===== config.mk =====
export PLATFORM = sky130hd
export DESIGN_NAME = joystick_deadzone_scaler
export DESIGN_NICKNAME = d
export VERILOG_FILES = /design/src/hw/rtl/jdz_pkg.sv /design/src/hw/rtl/jdz_serdiv.sv /design/src/hw/rtl/joystick_deadzone_scaler.sv
export SDC_FILE = /design/constraint.sdc
export NUM_CORES = 1
export LEC_CHECK = 0
export ABC_AREA = 1
export BUFFER_PORTS_ARGS = -buffer_cell sky130_fd_sc_hd__buf_2
export CORE_MARGIN = 3
export CORE_UTILIZATION = 40
export CTS_CLUSTER_SIZE = 14
export DETAILED_ROUTE_END_ITERATION = 10
export GPL_TIMING_DRIVEN = 0
export SETUP_SLACK_MARGIN = 0.05
export SLEW_MARGIN = 15
export SYNTH_ARGS = -nofsm -noshare
export SYNTH_HDL_FRONTEND = slang
export SYNTH_SLANG_ARGS = --single-unit

===== constraint.sdc =====
create_clock -name clk -period 7.4 [get_ports clk]
set_input_delay 0.37 -clock clk [delete_from_list [all_inputs] [get_ports clk]]
set_output_delay 0.37 -clock clk [all_outputs]
set_load 0.1 [all_outputs]

===== src/hw/rtl/jdz_pkg.sv =====
// ----------------------------------------------------------------------------
// jdz_pkg
// Shared types and constants for the joystick dead-zone scaler: sample and
// result words, register indexes, sequencer states.
// ----------------------------------------------------------------------------
package jdz_pkg;

  // adc resolution and derived widths
  localparam int ADC_BITS   = 10;
  localparam int PROD_BITS  = ADC_BITS + 7;   // offset times the scale factor
  localparam int QUOT_BITS  = 7;              // quotient never exceeds the scale factor
  localparam int SCALE      = 99;
  localparam int TIME_BITS  = 32;
  localparam int TOUT_BITS  = 15;
  localparam int DEAD_BITS  = 8;
  localparam int POS_BITS   = 8;
  localparam int CFG_ADDR_BITS = 5;
  localparam int CFG_DATA_BITS = 32;

  localparam logic [ADC_BITS-1:0] ADC_MAX = {ADC_BITS{1'b1}};
  localparam logic signed [POS_BITS-1:0] POS_FULL = 8'sd100;

  // reset values of the configuration registers
  localparam logic [ADC_BITS-1:0]  CENTER_RST  = ADC_BITS'(512);
  localparam logic [DEAD_BITS-1:0] DEAD_RST    = 8'd10;
  localparam logic [TOUT_BITS-1:0] TIMEOUT_RST = 15'd1000;

  // input word
  typedef struct packed {
    logic [ADC_BITS-1:0]  adc_a;
    logic [ADC_BITS-1:0]  adc_b;
    logic [TIME_BITS-1:0] now_ms;
  } sample_t;

  // output word
  typedef struct packed {
    logic signed [POS_BITS-1:0] pos_x;
    logic signed [POS_BITS-1:0] pos_y;
    logic                       active;
  } result_t;

  // register map, one register per 32-bit word
  typedef enum logic [2:0] {
    REG_CENTER_X     = 3'd0,
    REG_CENTER_Y     = 3'd1,
    REG_DEAD_ZONE    = 3'd2,
    REG_X_INVERT     = 3'd3,
    REG_Y_INVERT     = 3'd4,
    REG_SWAP_AXES    = 3'd5,
    REG_IDLE_TIMEOUT = 3'd6
  } reg_index_t;

  // which side of the dead zone an axis falls on
  typedef enum logic [1:0] {
    SIDE_ZERO,
    SIDE_NEG,
    SIDE_POS
  } side_t;

  // per-item sequencer
  typedef enum logic [2:0] {
    ST_IDLE,
    ST_PREP,
    ST_START,
    ST_WAIT,
    ST_FIN
  } state_t;

endpackage


===== src/hw/rtl/jdz_serdiv.sv =====
// ----------------------------------------------------------------------------
// jdz_serdiv
// Bit-serial restoring divider: one dividend bit shifted in per cycle, one
// quotient bit out per cycle, narrow remainder compare.
// ----------------------------------------------------------------------------
module jdz_serdiv (
  input  logic                            clk,
  input  logic                            rst,
  input  logic                            start,
  input  logic [jdz_pkg::PROD_BITS-1:0]   dividend,
  input  logic [jdz_pkg::ADC_BITS-1:0]    divisor,
  output logic [jdz_pkg::QUOT_BITS-1:0]   quotient,
  output logic                            done
);

  localparam int PW = jdz_pkg::PROD_BITS;
  localparam int DW = jdz_pkg::ADC_BITS;
  localparam int CW = $clog2(PW + 1);

  logic [PW-1:0] dq;      // dividend shifting out, quotient shifting in
  logic [DW-1:0] rem;
  logic [DW-1:0] den;
  logic [CW-1:0] cnt;

  logic [DW:0]   trial;
  logic          fits;
  logic [DW:0]   diff;

  // one restoring step
  always_comb begin
    trial = {rem, dq[PW-1]};
    fits  = trial >= {1'b0, den};
    diff  = trial - {1'b0, den};
  end

  // step counter and done strobe
  always_ff @(posedge clk) begin
    if (rst) begin
      cnt  <= '0;
      done <= 1'b0;
    end else if (start) begin
      cnt  <= CW'(PW);
      done <= 1'b0;
    end else begin
      done <= (cnt == CW'(1));
      if (cnt != '0) begin
        cnt <= cnt - CW'(1);
      end
    end
  end

  // datapath shift registers
  always_ff @(posedge clk) begin
    if (start) begin
      dq  <= dividend;
      rem <= '0;
      den <= divisor;
    end else if (cnt != '0) begin
      dq  <= {dq[PW-2:0], fits};
      rem <= fits ? diff[DW-1:0] : trial[DW-1:0];
    end
  end

  assign quotient = dq[jdz_pkg::QUOT_BITS-1:0];

endmodule


===== src/hw/rtl/joystick_deadzone_scaler.sv =====
// ----------------------------------------------------------------------------
// joystick_deadzone_scaler
// Centers, dead-zones and scales a pair of joystick adc samples to -100..100
// per axis and tracks an activity flag with an idle timeout.
// ----------------------------------------------------------------------------
// One word is taken at a time and a new word is accepted once the previous
// result has moved into the output register. The pace is set by a single
// bit-serial divider, shared by both axes, which runs once per axis after
// a setup step, before the result is captured. Registers sit at byte
// address 4*index and must be written only while no word is in flight;
// the block itself does not enforce this.
module joystick_deadzone_scaler (
  input  logic                                 clk,
  input  logic                                 rst,
  // sample channel
  input  logic                                 sample_valid,
  output logic                                 sample_stall,
  input  jdz_pkg::sample_t                     sample,
  // result channel
  output logic                                 result_valid,
  input  logic                                 result_stall,
  output jdz_pkg::result_t                     result,
  // register port
  input  logic                                 psel,
  input  logic                                 penable,
  input  logic                                 pwrite,
  input  logic [jdz_pkg::CFG_ADDR_BITS-1:0]    paddr,
  input  logic [jdz_pkg::CFG_DATA_BITS-1:0]    pwdata,
  output logic [jdz_pkg::CFG_DATA_BITS-1:0]    prdata,
  output logic                                 pready
);

  localparam int B  = jdz_pkg::ADC_BITS;
  localparam int PW = jdz_pkg::PROD_BITS;
  localparam int DB = jdz_pkg::DEAD_BITS;
  localparam int TB = jdz_pkg::TIME_BITS;
  localparam int OB = jdz_pkg::POS_BITS;

  // configuration registers
  logic [B-1:0]                    center_x;
  logic [B-1:0]                    center_y;
  logic [DB-1:0]                   dead_zone;
  logic                            x_invert;
  logic                            y_invert;
  logic                            swap_axes;
  logic [jdz_pkg::TOUT_BITS-1:0]   idle_timeout_ms;

  jdz_pkg::reg_index_t             reg_sel;
  logic                            cfg_write;

  // item state
  jdz_pkg::state_t                 state;
  jdz_pkg::state_t                 state_next;
  logic                            axis;
  logic [B-1:0]                    smp_x;
  logic [B-1:0]                    smp_y;
  logic [TB-1:0]                   now_q;
  logic [TB-1:0]                   last_move_ms;
  jdz_pkg::side_t                  side;
  logic [B-1:0]                    num;
  logic [B-1:0]                    den;
  logic signed [OB-1:0]            res_x;
  logic signed [OB-1:0]            res_y;

  // sequencer outputs
  logic                            take;
  logic                            div_start;
  logic                            load_out;

  // divider
  logic [PW-1:0]                   prod;
  logic [jdz_pkg::QUOT_BITS-1:0]   quot;
  logic                            div_done;

  // ---------------------------------------------------------------- registers
  assign pready    = 1'b1;
  assign reg_sel   = jdz_pkg::reg_index_t'(paddr[4:2]);
  assign cfg_write = psel && penable && pwrite;

  always_ff @(posedge clk) begin
    if (rst) begin
      center_x        <= jdz_pkg::CENTER_RST;
      center_y        <= jdz_pkg::CENTER_RST;
      dead_zone       <= jdz_pkg::DEAD_RST;
      x_invert        <= 1'b0;
      y_invert        <= 1'b0;
      swap_axes       <= 1'b0;
      idle_timeout_ms <= jdz_pkg::TIMEOUT_RST;
    end else if (cfg_write) begin
      case (reg_sel)
        jdz_pkg::REG_CENTER_X:     center_x        <= pwdata[B-1:0];
        jdz_pkg::REG_CENTER_Y:     center_y        <= pwdata[B-1:0];
        jdz_pkg::REG_DEAD_ZONE:    dead_zone       <= pwdata[DB-1:0];
        jdz_pkg::REG_X_INVERT:     x_invert        <= pwdata[0];
        jdz_pkg::REG_Y_INVERT:     y_invert        <= pwdata[0];
        jdz_pkg::REG_SWAP_AXES:    swap_axes       <= pwdata[0];
        jdz_pkg::REG_IDLE_TIMEOUT: idle_timeout_ms <= pwdata[jdz_pkg::TOUT_BITS-1:0];
        default: ;
      endcase
    end
  end

  // register readback
  always_comb begin
    prdata = '0;
    case (reg_sel)
      jdz_pkg::REG_CENTER_X:     prdata = 32'(center_x);
      jdz_pkg::REG_CENTER_Y:     prdata = 32'(center_y);
      jdz_pkg::REG_DEAD_ZONE:    prdata = 32'(dead_zone);
      jdz_pkg::REG_X_INVERT:     prdata = 32'(x_invert);
      jdz_pkg::REG_Y_INVERT:     prdata = 32'(y_invert);
      jdz_pkg::REG_SWAP_AXES:    prdata = 32'(swap_axes);
      jdz_pkg::REG_IDLE_TIMEOUT: prdata = 32'(idle_timeout_ms);
      default:                   prdata = '0;
    endcase
  end

  // ---------------------------------------------------------------- sequencer
  assign sample_stall = (state != jdz_pkg::ST_IDLE);
  assign take         = sample_valid && !sample_stall;

  always_ff @(posedge clk) begin
    if (rst) begin
      state <= jdz_pkg::ST_IDLE;
    end else begin
      state <= state_next;
    end
  end

  always_comb begin
    state_next = state;
    div_start  = 1'b0;
    load_out   = 1'b0;
    case (state)
      jdz_pkg::ST_IDLE: begin
        if (take) begin
          state_next = jdz_pkg::ST_PREP;
        end
      end
      jdz_pkg::ST_PREP: begin
        state_next = jdz_pkg::ST_START;
      end
      jdz_pkg::ST_START: begin
        div_start  = 1'b1;
        state_next = jdz_pkg::ST_WAIT;
      end
      jdz_pkg::ST_WAIT: begin
        if (div_done) begin
          state_next = axis ? jdz_pkg::ST_FIN : jdz_pkg::ST_PREP;
        end
      end
      jdz_pkg::ST_FIN: begin
        if (!result_valid || !result_stall) begin
          load_out   = 1'b1;
          state_next = jdz_pkg::ST_IDLE;
        end
      end
      default: begin
        state_next = jdz_pkg::ST_IDLE;
      end
    endcase
  end

  // ---------------------------------------------------------------- axis setup
  logic [B-1:0]  cur_smp;
  logic [B-1:0]  cur_ctr;
  logic [B:0]    smp_dead;
  logic [B:0]    ctr_dead;
  logic [B:0]    dead_ext;
  logic [B:0]    neg_den;
  logic [B:0]    pos_num;
  logic [B:0]    pos_den;
  logic          is_neg;
  logic          is_pos;

  always_comb begin
    cur_smp  = axis ? smp_y : smp_x;
    cur_ctr  = axis ? center_y : center_x;
    dead_ext = (B + 1)'(dead_zone);
    smp_dead = {1'b0, cur_smp} + dead_ext;
    ctr_dead = {1'b0, cur_ctr} + dead_ext;
    is_neg   = smp_dead < {1'b0, cur_ctr};
    is_pos   = {1'b0, cur_smp} > ctr_dead;
    neg_den  = {1'b0, cur_ctr} - dead_ext;
    pos_num  = {1'b0, cur_smp} - ctr_dead;
    pos_den  = {1'b0, jdz_pkg::ADC_MAX} - ctr_dead;
  end

  // offset times the scale factor, as shifts and adds
  always_comb begin
    prod = (PW'(num) << 6) + (PW'(num) << 5) + (PW'(num) << 1) + PW'(num);
  end

  jdz_serdiv u_div (
    .clk      (clk),
    .rst      (rst),
    .start    (div_start),
    .dividend (prod),
    .divisor  (den),
    .quotient (quot),
    .done     (div_done)
  );

  // map quotient onto the side's range and apply inversion
  logic signed [OB-1:0] mapped;
  logic signed [OB-1:0] axis_res;

  always_comb begin
    case (side)
      jdz_pkg::SIDE_NEG:  mapped = $signed(OB'(quot)) - jdz_pkg::POS_FULL;
      jdz_pkg::SIDE_POS:  mapped = $signed(OB'(quot)) + OB'(1);
      default:            mapped = '0;
    endcase
    axis_res = (axis ? y_invert : x_invert) ? -mapped : mapped;
  end

  // ---------------------------------------------------------------- datapath
  logic          moved;
  logic [TB-1:0] elapsed;
  logic          timed_out;

  always_comb begin
    moved     = (res_x != '0) || (res_y != '0);
    elapsed   = now_q - last_move_ms;
    timed_out = elapsed > TB'(idle_timeout_ms);
  end

  always_ff @(posedge clk) begin
    if (take) begin
      smp_x <= swap_axes ? sample.adc_b : sample.adc_a;
      smp_y <= swap_axes ? sample.adc_a : sample.adc_b;
      now_q <= sample.now_ms;
    end
    if (state == jdz_pkg::ST_PREP) begin
      if (is_neg) begin
        side <= jdz_pkg::SIDE_NEG;
        num  <= cur_smp;
        den  <= neg_den[B-1:0];
      end else if (is_pos) begin
        side <= jdz_pkg::SIDE_POS;
        num  <= pos_num[B-1:0];
        den  <= pos_den[B-1:0];
      end else begin
        side <= jdz_pkg::SIDE_ZERO;
        num  <= '0;
        den  <= '0;
      end
    end
    if (state == jdz_pkg::ST_WAIT && div_done) begin
      if (axis) begin
        res_y <= axis_res;
      end else begin
        res_x <= axis_res;
      end
    end
    if (load_out) begin
      result.pos_x  <= res_x;
      result.pos_y  <= res_y;
      result.active <= moved || !timed_out;
    end
  end

  // axis select, last movement time, output valid
  always_ff @(posedge clk) begin
    if (rst) begin
      axis         <= 1'b0;
      last_move_ms <= '0;
      result_valid <= 1'b0;
    end else begin
      if (take) begin
        axis <= 1'b0;
      end else if (state == jdz_pkg::ST_WAIT && div_done) begin
        axis <= 1'b1;
      end
      if (load_out && moved) begin
        last_move_ms <= now_q;
      end
      if (load_out) begin
        result_valid <= 1'b1;
      end else if (!result_stall) begin
        result_valid <= 1'b0;
      end
    end
  end

endmodule


# [Yosys cells after proc, flatten, opt, wreduce, memory -nomap -nowiden]
# Cells that the tools add are included.
[word_totals] register_bits=233 latchBits=0 mem_bits_rw=0 mem_bits_ro=0 out_inout_bits=52 n_memories=0
[classes] add_sub_neg=14 n_mul=0 n_div=0 n_lt_le_gt_ge=4 eq_ne=17 n_shift=0 muxes=28 n_bitwise=1 n_reduce_logical=31
[ops] cell="15-bit one-hot mux with 7 select lines" count=1
[ops] cell="10-bit two-way mux" count=9
[ops] cell="17-bit two-way mux" count=2
[ops] cell="32-bit by 15-bit > comparator with 1-bit output" count=1
[ops] cell="32-bit subtractor" count=1
[ops] cell="10-bit by 8-bit adder with 11-bit output" count=2
[ops] cell="10-bit subtractor" count=2
[ops] cell="2-bit AND reduction" count=9
[ops] cell="16-bit by 15-bit adder with 17-bit output" count=1
[ops] cell="17-bit by 10-bit adder with 17-bit output" count=1
[ops] cell="17-bit by 11-bit adder with 17-bit output" count=1
[ops] cell="8-bit one-hot mux with 2 select lines" count=1
[ops] cell="8-bit nonzero test" count=2
[ops] cell="3-bit one-hot mux with 5 select lines" count=1
[ops] cell="3-bit by 2-bit == test with 1-bit output, second input constant" count=4
[ops] cell="3-bit == test, second input constant" count=4
[ops] cell="3-bit two-way mux" count=4
[ops] cell="11-bit by 10-bit greater-or-equal comparator with 1-bit output" count=1
[ops] cell="10-bit by 11-bit > comparator with 1-bit output" count=1
[ops] cell="11-bit by 10-bit less-than comparator with 1-bit output" count=1
[ops] cell="5-bit two-way mux" count=2
[ops] cell="10-bit subtractor, first input constant" count=1
[ops] cell="10-bit by 8-bit subtractor with 10-bit output" count=1
[ops] cell="7-bit by 1-bit adder with 8-bit output, second input constant" count=1
[ops] cell="22 further kinds" count=41

# [Logic depth before layout (Yosys ltp)]
[depth] word_depth=5 ltp_mapped=26 mapped_depth_nobuf=25

# [Cells and area by module]
# Synthesis repeated with hierarchy kept, for this count alone.
[hier_totals] hier_cells=2085 area_unflattened_um2=15838.9
[by_module_without_submodules] mod="joystick_deadzone_scaler" n_inst=1 cells_each=1786 area_each_um2=13394.1
[by_module_without_submodules] mod="jdz_serdiv" n_inst=1 cells_each=299 area_each_um2=2444.8

# [Worst setup path before layout]
# No wires, ideal clock.
[synth_timing] path_type="register to register" start="register axis" end="register den[7], data pin" arrival_time_ns=3.654 required_time_ns=7.270 slack_ns=3.616 stages_incl_launch_ff=24 n_path_buf=3 cell_sequence="dfxtp_1 > buf_2 > buf_1 > nand2_1 > o21ai_0 > inv_1 > fa_1 > nand2_1 > o2bb2ai_1 > o21ai_0 > xnor2_1 > inv_1 > ha_1 > nand2_1 > nor3_1 > nand3_1 > nand4_1 > nand2_1 > inv_1 > o21ai_2 > buf_4 > a21oi_1 > nand2_1 > nand2_1"
[synth_via] elab_chain_cells=5 elab_cells_between_ends=10 cone_classes="4 x add/sub; 2 x order compare; 4 x mux"
[synth_rtl] item="start, declared" line="joystick_deadzone_scaler.sv:54" rtl="logic axis;"
[synth_rtl] item="start signal, assigned" line="joystick_deadzone_scaler.sv:266" rtl="axis <= 1'b0;"
[synth_rtl] item="start signal, assigned" line="joystick_deadzone_scaler.sv:271" rtl="axis <= 1'b0;"
[synth_rtl] item="start signal, assigned" line="joystick_deadzone_scaler.sv:273" rtl="axis <= 1'b1;"
[synth_rtl] item="10-bit two-way mux" line="joystick_deadzone_scaler.sv:178" rtl="cur_ctr = axis ? center_y : center_x;"
[synth_rtl] item="10-bit by 8-bit adder with 11-bit output" line="joystick_deadzone_scaler.sv:181" rtl="ctr_dead = {1'b0, cur_ctr} + dead_ext;"
[synth_rtl] item="10-bit subtractor / 10-bit by 11-bit > comparator with 1-bit output (equally long branches)" line="joystick_deadzone_scaler.sv:186, joystick_deadzone_scaler.sv:183"
[synth_rtl] item="10-bit two-way mux" line="joystick_deadzone_scaler.sv:239" rtl="end else if (is_pos) begin"
[synth_rtl] item="10-bit two-way mux *" line="joystick_deadzone_scaler.sv:235" rtl="if (is_neg) begin"
[synth_rtl] item="end signal, assigned" line="joystick_deadzone_scaler.sv:238" rtl="den <= neg_den[B-1:0];"
[synth_rtl] item="end signal, assigned" line="joystick_deadzone_scaler.sv:242" rtl="den <= pos_den[B-1:0];"
[synth_rtl] item="end, declared" line="joystick_deadzone_scaler.sv:61" rtl="logic [B-1:0] den;"
# Every way passes the cells marked *; elsewhere a longest branch is shown, timed or not.
# A chain may end at the register's enable or synchronous reset.

# [Worst setup path in the final report]
# Ends and elaborated chain as after synthesis.

==> flow_summary_export.csv <==
group,metric,value,unit
run_status,status,"completed",
grt,grt_max_degree,31,
power,intPower,3.31,mW
sta,fin_crit_sh,0.662,
power,p_sw_frac,0.408,
logic_synthesis,synthCells,2017,
critical_path,max_stage_delay,510,ps
placement,post-place-ws,2590,ps
logic_synthesis,synthDominantCellAreaShare,0.259,
power,p_comb_frac,0.449,
placement,post_dp_cell_area,16800,um2
power,share_clk_of_total_power,0.228,
die,io_pins,148,
logic_synthesis,synth_xor_area_frac,0.0355,
logic_synthesis,syn-cell-area,15600,um2
detailed_routing,wire_per_inst,14.9,um
power,p_per_area,311,nW/um2
logic_synthesis,synth_edf_count,134,
critical_path,cpMostUsedCell,"nand2_1",
logic_synthesis,muxShareOfSynthArea,0.000885,
sta,finClkSkew,21.1,ps
final_layout,syn_to_final_growth,15.8,%
grt,overflow,0,
sta,hold_viol_final,0,
logic_synthesis,netlist_top_cells_count,"nand2_1, inv_1, a21oi_1",
power,finalPower,5.60,mW
logic_synthesis,ys_types,49,
worst_hold_path,worstHoldStart,"pwdata[12]",
logic_synthesis,synth.largest_area_cell,"edfxtp_1",
die,die_h,203,um
die,die_area,41300,um2
logic_synthesis,synth.most_common_cell,"nand2_1",
sta,hold_ws,95.9,ps
sta,relSlewSlack,0.347,
clock_network,cts_repair_resize_count,0,
logic_synthesis,yosys_warnings,0,
grt,grt_pass1_vias,13000,
final_layout,multi_input_area,8090,um2
final_layout,finalInstanceArea,18000,um2
critical_path,start_kind,"flip-flop",
clock_network,h-tree-depth,1,
final_layout,fin_util,0.474,
clock_network,clock-sinks,233,
grt,track_usage,0.196,
power,vdd_drop_max,0.000169,V
detailed_routing,dr.pass1.iters,5,
grt,grt_antenna_before_repair,1,
logic_synthesis,synthAdderAreaFrac,0.134,
logic_synthesis,synth_top_family_by_area,"simple AND/OR/NAND/NOR gates",
critical_path,worstPathMaxFanout,10,
placement,gp_congestion,0.933,
final_layout,drive_above_1_share,0.0961,
detailed_routing,via_count,13700,
critical_path,cp_num_buf_inv,6,
clock_network,cts_tree,"yes",
final_layout,seq_area,6010,um2
detailed_routing,drt_iter0_markers,916,
worst_hold_path,hold_depth,3,
critical_path,startpoint,"axis",
sta,fmax,204,MHz
final_layout,fin_nets,2458,
sta,tightest_slew,970,ps
grt,grt_pass1_wl,66300,um
critical_path,reg2reg_slack,2500,ps
critical_path,crit_slowest_cell,"buf_1",
die,dieWidth,203,um
power,p_sw,2.28,mW
detailed_routing,antenna_left,0,
clock_network,root_buffer,"clkbuf_16",
die,coreArea,38000,um2
critical_path,crit_path_end_kind,"flip-flop",
final_layout,finalNonFillerCells,2738,
logic_synthesis,ys_seq_elements,233,
critical_path,cp.arrival,5280,ps
logic_synthesis,synth_simple_gate_area_frac,0.207,
clock_network,cts_buffers,27,
placement,io_buffers,110,
run,drv_cap,0,
sta,fin_crit,4900,ps
logic_synthesis,async_flop_share,0,
final_layout,nFillCells,3898,
placement,dpl.hpwl,32700,um
critical_path,crit_chain,"buf_2 > buf_1 > nand2_1 > o21ai_0 > inv_1 > fa_1 > nand2_1 > o2bb2ai_1 > o21ai_0 > xnor2_1 > inv_1 > ha_1 > nand2_1 > nor3_1 > nand3_1 > nand4_1 > nand2_1 > inv_1 > o21ai_2 > buf_4 > a21oi_1 > nand2_1 > nand2_1",
power,p_seq_frac,0.322,
detailed_routing,wirelength,40900,um
logic_synthesis,ys_top_cells_by_area,"edfxtp_1, dfxtp_1, nand2_1, ha_1, inv_1",
die,fp-row-count,71,
power,power_leakage,8.44,nW
sta,final_max_slew_viol_count,0,
critical_path,r2r_cells,23,
logic_synthesis,yosysSeqAreaShare,0.386,
sta,rsz0062_at_grt,"no",
detailed_routing,via_per_inst,5.00,
critical_path,critical_path_depth,23,
detailed_routing,drc,0,
placement,dpl.cell_count,2656,
die,start_util,0.409,
sta,tns,0,ps
logic_synthesis,synth_compound_area_frac,0.138,
sta,finalWorstSetupSlack,2500,ps
critical_path,critPathTopFamily,"buffers and inverters",
critical_path,crit_type,"reg2reg",
clock_network,clock_path_buffers,3,
logic_synthesis,syn_area_per_cell,7.71,um2
clock_network,clock_latency,550,ps
clock_network,clk_pin_slew_worst_paths,60,ps
logic_synthesis,synthFlopType,"edfxtp_1",
sta,setup_viol,0,
critical_path,crit_required,7790,ps
worst_hold_path,hold_path.class,"in2reg",
critical_path,r2r_start,"axis",
cell families after synthesis:
family | count (synthesis)
and+or+nand+nor | 786
adders and majority gates | 156
DFF | 233
other | 2
xor gates and xnor gates | 63
muxes | 1
AOI/OAI and AO/OA | 398
buffers and inverters | 378
placed cells by master, fill, tap and decap left out, types with 5 or more instances in the layout:
master,count
edfxtp_1,134
nand3_1,65
buf_2,115
or2_2,7
clkbuf_16,28
inv_2,6
xor2_1,41
nor4_1,8
buf_4,22
nand2_1,494
nand3b_1,9
dfxtp_1,99
dlygate4sd3_1,32
o211ai_1,6
a211oi_1,5
inv_1,307
nor2_1,146
clkbuf_1,38
o21ai_2,6
conb_1,18
o21ai_0,153
a31oi_1,5
o21ai_1,11
a21oi_1,175
o21bai_1,6
fa_1,17
o22ai_1,10
nand4_1,22
ha_1,139
nor3_1,23
xnor2_1,22
worst register-to-register path, stage by stage, from the launching register on:
cell and delay, ps:
dfxtp_1 490, buf_2 360, buf_1 510, nand2_1 100, o21ai_0 250, inv_1 200, fa_1 470, nand2_1 90
o2bb2ai_1 190, o21ai_0 220, xnor2_1 220, inv_1 70, ha_1 370, nand2_1 70, nor3_1 210, nand3_1 110
nand4_1 140, nand2_1 70, inv_1 80, o21ai_2 70, buf_4 190, a21oi_1 120, nand2_1 60, nand2_1 110
final cells by class:
class                      count  area share
multi-input combinational   1422       0.449
sequential                   233       0.333
inverter                     315      0.0656
timing repair buffer         144      0.0501
clock buffer                  36      0.0408
tap                          511      0.0355
buffer                        63      0.0193
clock inverter                13     0.00611
antenna                        1    0.000139
sequential cells by signal, indices dropped and copies added, names as in the netlist, 10 cells and up:
signal and cells:
center_x 10, center_y 10, den 10, idle_timeout_ms 15, last_move_ms 32, now_q 32
num 10, result 17, smp_x 10, smp_y 10, u_div.den 10, u_div.dq 17
u_div.rem 10
repair_timing:
item / 4_1_cts / 5_1_grt
hold buffers: 32 / 0
hold endpoints to repair: 32 / 0
setup buffers: 0 / 0
layer usage:
metal  global-route usage  routed length, um  share of wire
met5                    0                  0              0
met4               0.0492               1030          0.025
met3               0.0291               2570          0.063
met2                0.307              17700           0.43
met1                0.285              19600           0.48
final timing paths:
path,endpoint
max,den[7]
min,idle_timeout_ms[12]
max reg2reg,den[7]
min reg2reg,u_div.den[6]
power groups by stage:
stage          Clock (mW)  Combinational, mW  Sequential [mW]
2_1_floorplan           0               1.91             1.79
3_3_place_gp            0               2.44             1.84
3_5_place_dp            0               2.49             1.83
4_1_cts              1.31               2.52             1.81
5_1_grt              1.36               2.89             1.83
6_report             1.28               2.52             1.80
No activity file was read; power rests on OpenSTA's default activity.
